--- src/rtl/efrc_pkg.sv ---
// Package for the elevator FIFO request controller.
// Holds the payload structs, item kind and status codes, register indexes and queue sizing.
// No dependencies.
`timescale 1ns / 1ps

package efrc_pkg;

  localparam int QUEUE_DEPTH = 16;
  localparam int CNT_W = $clog2(QUEUE_DEPTH + 1);
  localparam int IDX_W = (QUEUE_DEPTH > 1) ? $clog2(QUEUE_DEPTH) : 1;

  localparam int CFG_DATA_W = 8;
  localparam int CFG_IDX_W = 2;

  localparam logic [CFG_IDX_W-1:0] REG_FLOOR_COUNT = 2'd0;
  localparam logic [CFG_IDX_W-1:0] REG_UNDERGROUND_COUNT = 2'd1;

  localparam logic [7:0] FLOOR_COUNT_RESET = 8'd10;
  localparam logic [6:0] UNDERGROUND_COUNT_RESET = 7'd2;

  localparam logic [15:0] IDLE_MAX = 16'hFFFF;

  typedef enum logic [1:0] {
    KIND_TICK    = 2'd0,
    KIND_REQUEST = 2'd1,
    KIND_TOGGLE  = 2'd2
  } kind_t;

  typedef enum logic [1:0] {
    ST_OK        = 2'd0,
    ST_RANGE     = 2'd1,
    ST_DUPLICATE = 2'd2,
    ST_FULL      = 2'd3
  } status_t;

  typedef struct packed {
    logic [1:0]        kind;
    logic signed [7:0] requested_floor;
  } cmd_t;

  typedef struct packed {
    logic signed [7:0] car_level;
    logic              in_service;
    logic [15:0]       idle_ticks;
    logic [4:0]        queue_count;
    logic              served_now;
    logic [1:0]        status;
  } result_t;

  // Controller to datapath commands
  typedef struct packed {
    logic load;
    logic exec;
  } dp_ctrl_t;

  typedef enum logic {
    S_IDLE = 1'b0,
    S_EXEC = 1'b1
  } ctrl_state_t;

endpackage

--- src/rtl/efrc_ctrl.sv ---
// Controller state machine for the elevator FIFO request controller.
// Sequences load and execute of one transaction; depends on efrc_pkg.
`timescale 1ns / 1ps

module efrc_ctrl (
  input  logic              clk,
  input  logic              rst,
  input  logic              start,
  output logic              busy,
  output logic              done,
  output efrc_pkg::dp_ctrl_t dp_ctrl
);
  import efrc_pkg::*;

  ctrl_state_t state, state_next;

  always_ff @(posedge clk) begin
    if (rst) begin
      state <= S_IDLE;
      done  <= 1'b0;
    end else begin
      state <= state_next;
      done  <= (state == S_EXEC);
    end
  end

  always_comb begin
    state_next   = state;
    busy         = 1'b0;
    dp_ctrl.load = 1'b0;
    dp_ctrl.exec = 1'b0;
    case (state)
      S_IDLE: begin
        if (start) begin
          dp_ctrl.load = 1'b1;
          state_next   = S_EXEC;
        end
      end
      S_EXEC: begin
        busy         = 1'b1;
        dp_ctrl.exec = 1'b1;
        state_next   = S_IDLE;
      end
      default: state_next = S_IDLE;
    endcase
  end

endmodule

--- src/rtl/efrc_dpath.sv ---
// Datapath for the elevator FIFO request controller: config registers, car state,
// shift-line request queue with per-cell duplicate compare, result register.
// Depends on efrc_pkg.
`timescale 1ns / 1ps

module efrc_dpath (
  input  logic                             clk,
  input  logic                             rst,
  input  efrc_pkg::dp_ctrl_t               dp_ctrl,
  input  efrc_pkg::cmd_t                   cmd,
  input  logic                             wr_en,
  input  logic [efrc_pkg::CFG_IDX_W-1:0]   wr_index,
  input  logic [efrc_pkg::CFG_DATA_W-1:0]  wr_data,
  output efrc_pkg::result_t                result
);
  import efrc_pkg::*;

  logic [7:0]        floor_count;
  logic [6:0]        underground_count;

  logic [1:0]        op_kind;
  logic signed [7:0] op_floor;

  logic signed [7:0] car_floor, car_floor_next;
  logic              service_flag, service_flag_next;
  logic [15:0]       idle_counter, idle_counter_next;
  logic [CNT_W-1:0]  pending_count, pending_count_next;
  logic signed [7:0] request_queue [QUEUE_DEPTH];

  logic              push, pop, served;
  status_t           status;
  logic              dup_hit;
  logic signed [9:0] top, bottom, fl_ext;

  // Config registers
  always_ff @(posedge clk) begin
    if (rst) begin
      floor_count       <= FLOOR_COUNT_RESET;
      underground_count <= UNDERGROUND_COUNT_RESET;
    end else if (wr_en) begin
      if (wr_index == REG_FLOOR_COUNT) floor_count <= wr_data;
      else if (wr_index == REG_UNDERGROUND_COUNT) underground_count <= wr_data[6:0];
    end
  end

  always_ff @(posedge clk) begin
    if (dp_ctrl.load) begin
      op_kind  <= cmd.kind;
      op_floor <= cmd.requested_floor;
    end
  end

  // Range bounds; floor_count can exceed 127 so work in 10 bits
  assign top    = $signed({2'b00, floor_count}) - 10'sd1 - $signed({3'b000, underground_count});
  assign bottom = -$signed({3'b000, underground_count});
  assign fl_ext = 10'(op_floor);

  always_comb begin
    dup_hit = 1'b0;
    for (int i = 0; i < QUEUE_DEPTH; i++) begin
      if ((CNT_W'(i) < pending_count) && (request_queue[i] == op_floor)) dup_hit = 1'b1;
    end
  end

  always_comb begin
    car_floor_next     = car_floor;
    service_flag_next  = service_flag;
    idle_counter_next  = idle_counter;
    pending_count_next = pending_count;
    push   = 1'b0;
    pop    = 1'b0;
    served = 1'b0;
    status = ST_OK;
    case (op_kind)
      KIND_TICK: begin
        if (idle_counter != IDLE_MAX) idle_counter_next = idle_counter + 16'd1;
        if (!service_flag && (pending_count != '0)) begin
          if (car_floor == request_queue[0]) begin
            idle_counter_next  = '0;
            pop                = 1'b1;
            pending_count_next = pending_count - CNT_W'(1);
            served             = 1'b1;
          end else if (car_floor < request_queue[0]) begin
            car_floor_next = car_floor + 8'sd1;
          end else begin
            car_floor_next = car_floor - 8'sd1;
          end
        end
      end
      KIND_REQUEST: begin
        if ((fl_ext > top) || (fl_ext < bottom)) status = ST_RANGE;
        else if (dup_hit) status = ST_DUPLICATE;
        else if (pending_count >= CNT_W'(QUEUE_DEPTH)) status = ST_FULL;
        else begin
          push               = 1'b1;
          pending_count_next = pending_count + CNT_W'(1);
        end
      end
      KIND_TOGGLE: begin
        if (service_flag) service_flag_next = 1'b0;
        else begin
          service_flag_next  = 1'b1;
          pending_count_next = '0;
        end
      end
      default: ;
    endcase
  end

  always_ff @(posedge clk) begin
    if (rst) begin
      car_floor     <= '0;
      service_flag  <= 1'b0;
      idle_counter  <= '0;
      pending_count <= '0;
    end else if (dp_ctrl.exec) begin
      car_floor     <= car_floor_next;
      service_flag  <= service_flag_next;
      idle_counter  <= idle_counter_next;
      pending_count <= pending_count_next;
    end
  end

  // Queue cells: head at index 0, pop shifts every cell but the last down one
  always_ff @(posedge clk) begin
    for (int i = 0; i < QUEUE_DEPTH; i++) begin
      if (dp_ctrl.exec && push && (pending_count[IDX_W-1:0] == IDX_W'(i))) begin
        request_queue[i] <= op_floor;
      end else if (dp_ctrl.exec && pop && (i < QUEUE_DEPTH - 1)) begin
        request_queue[i] <= request_queue[(i < QUEUE_DEPTH - 1) ? i + 1 : i];
      end
    end
  end

  always_ff @(posedge clk) begin
    if (dp_ctrl.exec) begin
      result.car_level     <= car_floor_next;
      result.in_service    <= service_flag_next;
      result.idle_ticks    <= idle_counter_next;
      result.queue_count   <= 5'(pending_count_next);
      result.served_now    <= served;
      result.status        <= status;
    end
  end

endmodule

--- src/rtl/elevator_fifo_request_controller.sv ---
// Top level of the elevator FIFO request controller.
// Joins efrc_ctrl and efrc_dpath; depends on efrc_pkg.
//
// Usage:
//   A transaction (tick, floor request or service toggle) is taken on cmd at a
//   rising edge where start is high and busy is low. busy is high for the one
//   execute cycle that follows. The result appears on result in the cycle after,
//   marked by done for exactly one cycle; the receiver cannot stall it.
//   No new transaction is taken while busy is high, set by the load/execute
//   sequence of the controller; a new start may be taken while done is high.
//   The duplicate check compares every occupied queue cell in parallel in the execute
//   cycle, and the queue is a shift line with its head in cell 0.
//   Config: wr_en/wr_index/wr_data write floor_count (index 0) and
//   underground_count (index 1); write only while idle.
//   Reset (rst, synchronous): car at floor 0, not in service, idle count 0,
//   queue empty, floor_count 10, underground_count 2.
`timescale 1ns / 1ps

module elevator_fifo_request_controller (
  input  logic                             clk,
  input  logic                             rst,
  input  logic                             start,
  output logic                             busy,
  input  efrc_pkg::cmd_t                   cmd,
  output logic                             done,
  output efrc_pkg::result_t                result,
  input  logic                             wr_en,
  input  logic [efrc_pkg::CFG_IDX_W-1:0]   wr_index,
  input  logic [efrc_pkg::CFG_DATA_W-1:0]  wr_data
);
  import efrc_pkg::*;

  dp_ctrl_t dp_ctrl;

  efrc_ctrl u_ctrl (
    .clk     (clk),
    .rst     (rst),
    .start   (start),
    .busy    (busy),
    .done    (done),
    .dp_ctrl (dp_ctrl)
  );

  efrc_dpath u_dpath (
    .clk      (clk),
    .rst      (rst),
    .dp_ctrl  (dp_ctrl),
    .cmd      (cmd),
    .wr_en    (wr_en),
    .wr_index (wr_index),
    .wr_data  (wr_data),
    .result   (result)
  );

endmodule
--- config.mk ---
export PLATFORM = sky130hd
export DESIGN_NAME = elevator_fifo_request_controller
export DESIGN_NICKNAME = d
export VERILOG_FILES = /design/src/rtl/efrc_pkg.sv /design/src/rtl/efrc_ctrl.sv /design/src/rtl/efrc_dpath.sv /design/src/rtl/elevator_fifo_request_controller.sv
export SDC_FILE = /design/constraint.sdc
export NUM_CORES = 1
export LEC_CHECK = 0
export ABC_AREA = 1
export BUFFER_PORTS_ARGS = -buffer_cell sky130_fd_sc_hd__buf_2
export CORE_MARGIN = 2
export CORE_UTILIZATION = 60
export DETAILED_ROUTE_END_ITERATION = 10
export PLACE_DENSITY = 0.86
export SYNTH_ARGS = -nofsm -noshare
export SYNTH_HDL_FRONTEND = slang
export SYNTH_HIERARCHICAL = 1
export SYNTH_SLANG_ARGS = --single-unit
--- constraint.sdc ---
create_clock -name clk -period 8.4 [get_ports clk]
set_input_delay 1.26 -clock clk [delete_from_list [all_inputs] [get_ports clk]]
set_output_delay 1.26 -clock clk [all_outputs]
set_load 0.02 [all_outputs]
==> flow_summary.yaml <==
run_status:
  outcome: "finished clean"
timing:
  hold_viol: 0
  tns_ns: 0
  max_freq_mhz: 180
  rsz0062_at_grt: "false"
  slew_violations: 0
  fin_crit_sh_pct: 66.0
  setup_viol: 0
  skew_ns: 0.0218
  worst_slew_pin_slew_ns: 1.17
  period_needed_ns: 5.54
  relSlewSlack_pct: 21.0
critical_path:
  path_max_fanout: 14
  slowest_delay_ns: 1.04
  path_common_cell: "nor2_1"
  worst_path_max_delay_cell: "o21ai_0"
  rr_startpoint: "u_dpath/floor_count[0]"
  required_ns: 8.52
  worst_ep_arrival_time_ns: 5.66
  reg2reg_depth: 26
  worst_r2r_endpoint: "u_dpath/request_queue[1][31]"
  startpoint_type: "flop"
  critical_path_class: "reg2reg"
  endpoint_kind: "flop"
  reg2reg_slack_ns: 2.86
cells_and_area:
  area_growth_pct: 8.27
  final_cell_mix: "nand2_1, inv_1, edfxtp_1"
  drive_gt1_share_pct: 10.4
  multi_input_area_mm2: 0.00559
  nNetsFinal: 1612
  seq_area_mm2: 0.00608
  fin_cells: 1829
  antennaDiodeCount: 0
  mostFrequentLayoutCell: "nand2_1"
  fillers: 1579
cts:
  cts.path.max_buffers: 3
  cts_setup_buffers: 0
  cts_tree: "done"
  cts_hold_buffers: 0
  insertion_delay_ns: 0.53
  cts_buffers: 23
  htree_levels: 1
  clkTransAtPathRegs_ns: 0.06
  cts_sinks: 218
  cts_resized: 0
  cts_root_buf: "clkbuf_16"
yosys:
  postSynthAreaPerCell_um2: 8.50
  yosysSeqAreaShare_pct: 47.4
  synth_seq_cells: 218
  yosys_warnings: 6
  synth.distinct_cells: 51
  async_flop_share_pct: 0
  synth_nets: 1584
  synth-edff-count: 171
  synthFlopType: "edfxtp_1"
  synth_cells: 1509
  synth_area_mm2: 0.0128
power:
  power_frac_seq_pct: 46.5
  p_leak_nw: 6.03
  power_density_mw_per_mm2: 188
  power.switching_uw: 690
  clkPwrFrac_pct: 39.3
  internal_power_mw: 1.92
  switching_share_pct: 26.4
  vdd_drop_max_v: 0.000202
  comb_power_share_pct: 14.2
route:
  drt-pass1-iter-count: 5
  detail-route-antenna-nets: 0
  viasPerCell: 5.89
  wl_per_cell_um: 17.8
  drt_wl_total_mm: 32.5
  drc: 0
  drtIter0Drc: 1401
  via_count: 10800
placement:
  dp_hpwl_mm: 21.0
  dpl.cell_count: 1787
  gp_congestion: 0.932
  numPortBuffers: 58
die:
  fp.dieArea_mm2: 0.0226
  die_w_um: 150
  die_h_um: 150
  initial_core_util_pct: 61.0
  pin_count: 59
  rows: 53
  coreArea_mm2: 0.0210
global_route:
  grt_pass1_vias: 10300
  antenna_found_initial: 0
  overflow: 0
  grtUsageMet1_pct: 36.1
  grt_util_met3_pct: 6.12
  grtUsageTotal_pct: 28.6
  top_usage_layer: "met2"
  grt_pass1_wl_mm: 50.9
  use_met2_pct: 47.9
  grt_max_degree: 86
worst_hold_path:
  min_path_type: "reg2reg"
  min_from: "u_dpath/idle_counter[1]"
  whs_path_depth: 2
  worstHoldEndpoint: "u_dpath/idle_counter[1]"
job:
  maxCapViolCount: 0
power by group through the flow:
stage	Combinational, mW	Clock (mW)	Sequential (mW)
after CTS	0.363	1.04	1.22
final	0.370	1.03	1.22
after global routing	0.407	1.07	1.22
after floorplan	0.267	0	1.24
after global placement	0.343	0	1.24
after detailed placement	0.359	0	1.24
synthesized netlist by cell type, types with 2 or more instances:
cell | count | area share (%)
o21a_1 | 4 | 0.23
a21boi_0 | 2 | 0.12
inv_4 | 3 | 0.15
edfxtp_1 | 171 | 40
nor2_2 | 6 | 0.29
clkbuf_1 | 25 | 0.73
a31oi_1 | 3 | 0.15
nor2_4 | 6 | 0.53
buf_6 | 18 | 1.6
buf_2 | 15 | 0.59
nand2_1 | 366 | 11
xor2_1 | 40 | 2.7
a211oi_1 | 4 | 0.23
nand2_2 | 5 | 0.24
o211ai_1 | 8 | 0.47
clkinv_1 | 2 | 0.059
o21ai_2 | 10 | 0.68
a21oi_1 | 67 | 2.6
fa_1 | 2 | 0.31
dfxtp_1 | 47 | 7.3
o21ai_1 | 8 | 0.31
ha_1 | 49 | 4.8
a21oi_2 | 2 | 0.14
nand3b_1 | 2 | 0.12
inv_2 | 11 | 0.32
or2_2 | 2 | 0.098
buf_4 | 6 | 0.35
o21bai_1 | 2 | 0.12
nor3_1 | 15 | 0.59
xnor2_1 | 45 | 3.1
inv_1 | 176 | 5.2
nand3_2 | 2 | 0.16
o22ai_1 | 4 | 0.20
nor2_1 | 102 | 3.0
nand3_1 | 93 | 3.6
nor3_2 | 3 | 0.23
nand4_1 | 27 | 1.3
buf_1 | 2 | 0.059
o21ai_0 | 142 | 5.5
critical path: cells and delay by family, from the launching register on:
family                   cells  cell delay [ns]
AO/OA/AOI/OAI                6             1.97
AND/OR/NAND/NOR             13             1.38
adder cells (fa/ha/maj)      3             0.93
buffers and inverters        3             0.37
flip-flops                   1             0.34
XOR/XNOR                     1             0.15
flip-flops by register name, indices dropped and copies added (netlist names), 2 cells and up:
signal                     count
u_dpath/floor_count            8
u_dpath/car_floor              8
u_dpath/op_floor               8
u_dpath/request_queue        128
u_dpath/pending_count          5
u_dpath/underground_count      7
u_dpath/result                33
u_dpath/idle_counter          16
u_dpath/op_kind                2
per-stage QoR:
stage	util [%]	power [mW]	hold slack [ns]	setup slack (ns)	area (µm²)
finish	66.0	2.61	0.489	2.86	13900
global route	66.0	2.70	0.519	2.46	13900
CTS	66.0	2.61	0.489	2.95	13900
detailed placement	62.4	1.60	0.478	2.97	13100
global placement	62.4	1.58	0.478	3.32	13100
floorplan	-	1.51	0.451	3.92	12800
cell families (layout without fill, tap and decap cells):
logic type	Yosys count	count (layout)	synth area share (%)
xor+xnor	85	85	5.81
buf+inv	259	304	9.03
compound gates	261	261	11.2
flops	218	218	47.4
simple gates	635	635	21.5
fa+ha+maj	51	51	5.09
metal layers:
metal / wire (µm) / share of wire [%]
met5: 0 / 0
met4: 1250 / 3.8
met3: 3470 / 11
met2: 15500 / 48
met1: 12300 / 38
layout make-up:
cell class | count | area share (%)
Inverter | 192 | 5.24
Clock buffer | 28 | 4.35
Tap cell | 275 | 2.48
Timing Repair Buffer | 70 | 2.74
Multi-Input combinational cell | 1032 | 40.3
Sequential cell | 218 | 43.8
Clock inverter | 14 | 1.12
worst max path at each step:
stage	from	end	slack, ns	cells after the start
global placement	u_dpath/floor_count[0]	u_dpath/request_queue[1][24]	3.32	26
detailed placement	u_dpath/floor_count[0]	u_dpath/request_queue[1][30]	2.97	26
CTS	u_dpath/floor_count[0]	u_dpath/request_queue[1][25]	2.95	26
finish	u_dpath/floor_count[0]	u_dpath/request_queue[1][31]	2.86	26
floorplan	u_dpath/floor_count[0]	u_dpath/request_queue[1][40]	3.92	26
global route	u_dpath/floor_count[0]	u_dpath/request_queue[1][25]	2.46	26
No activity file was read; power rests on OpenSTA's default activity.
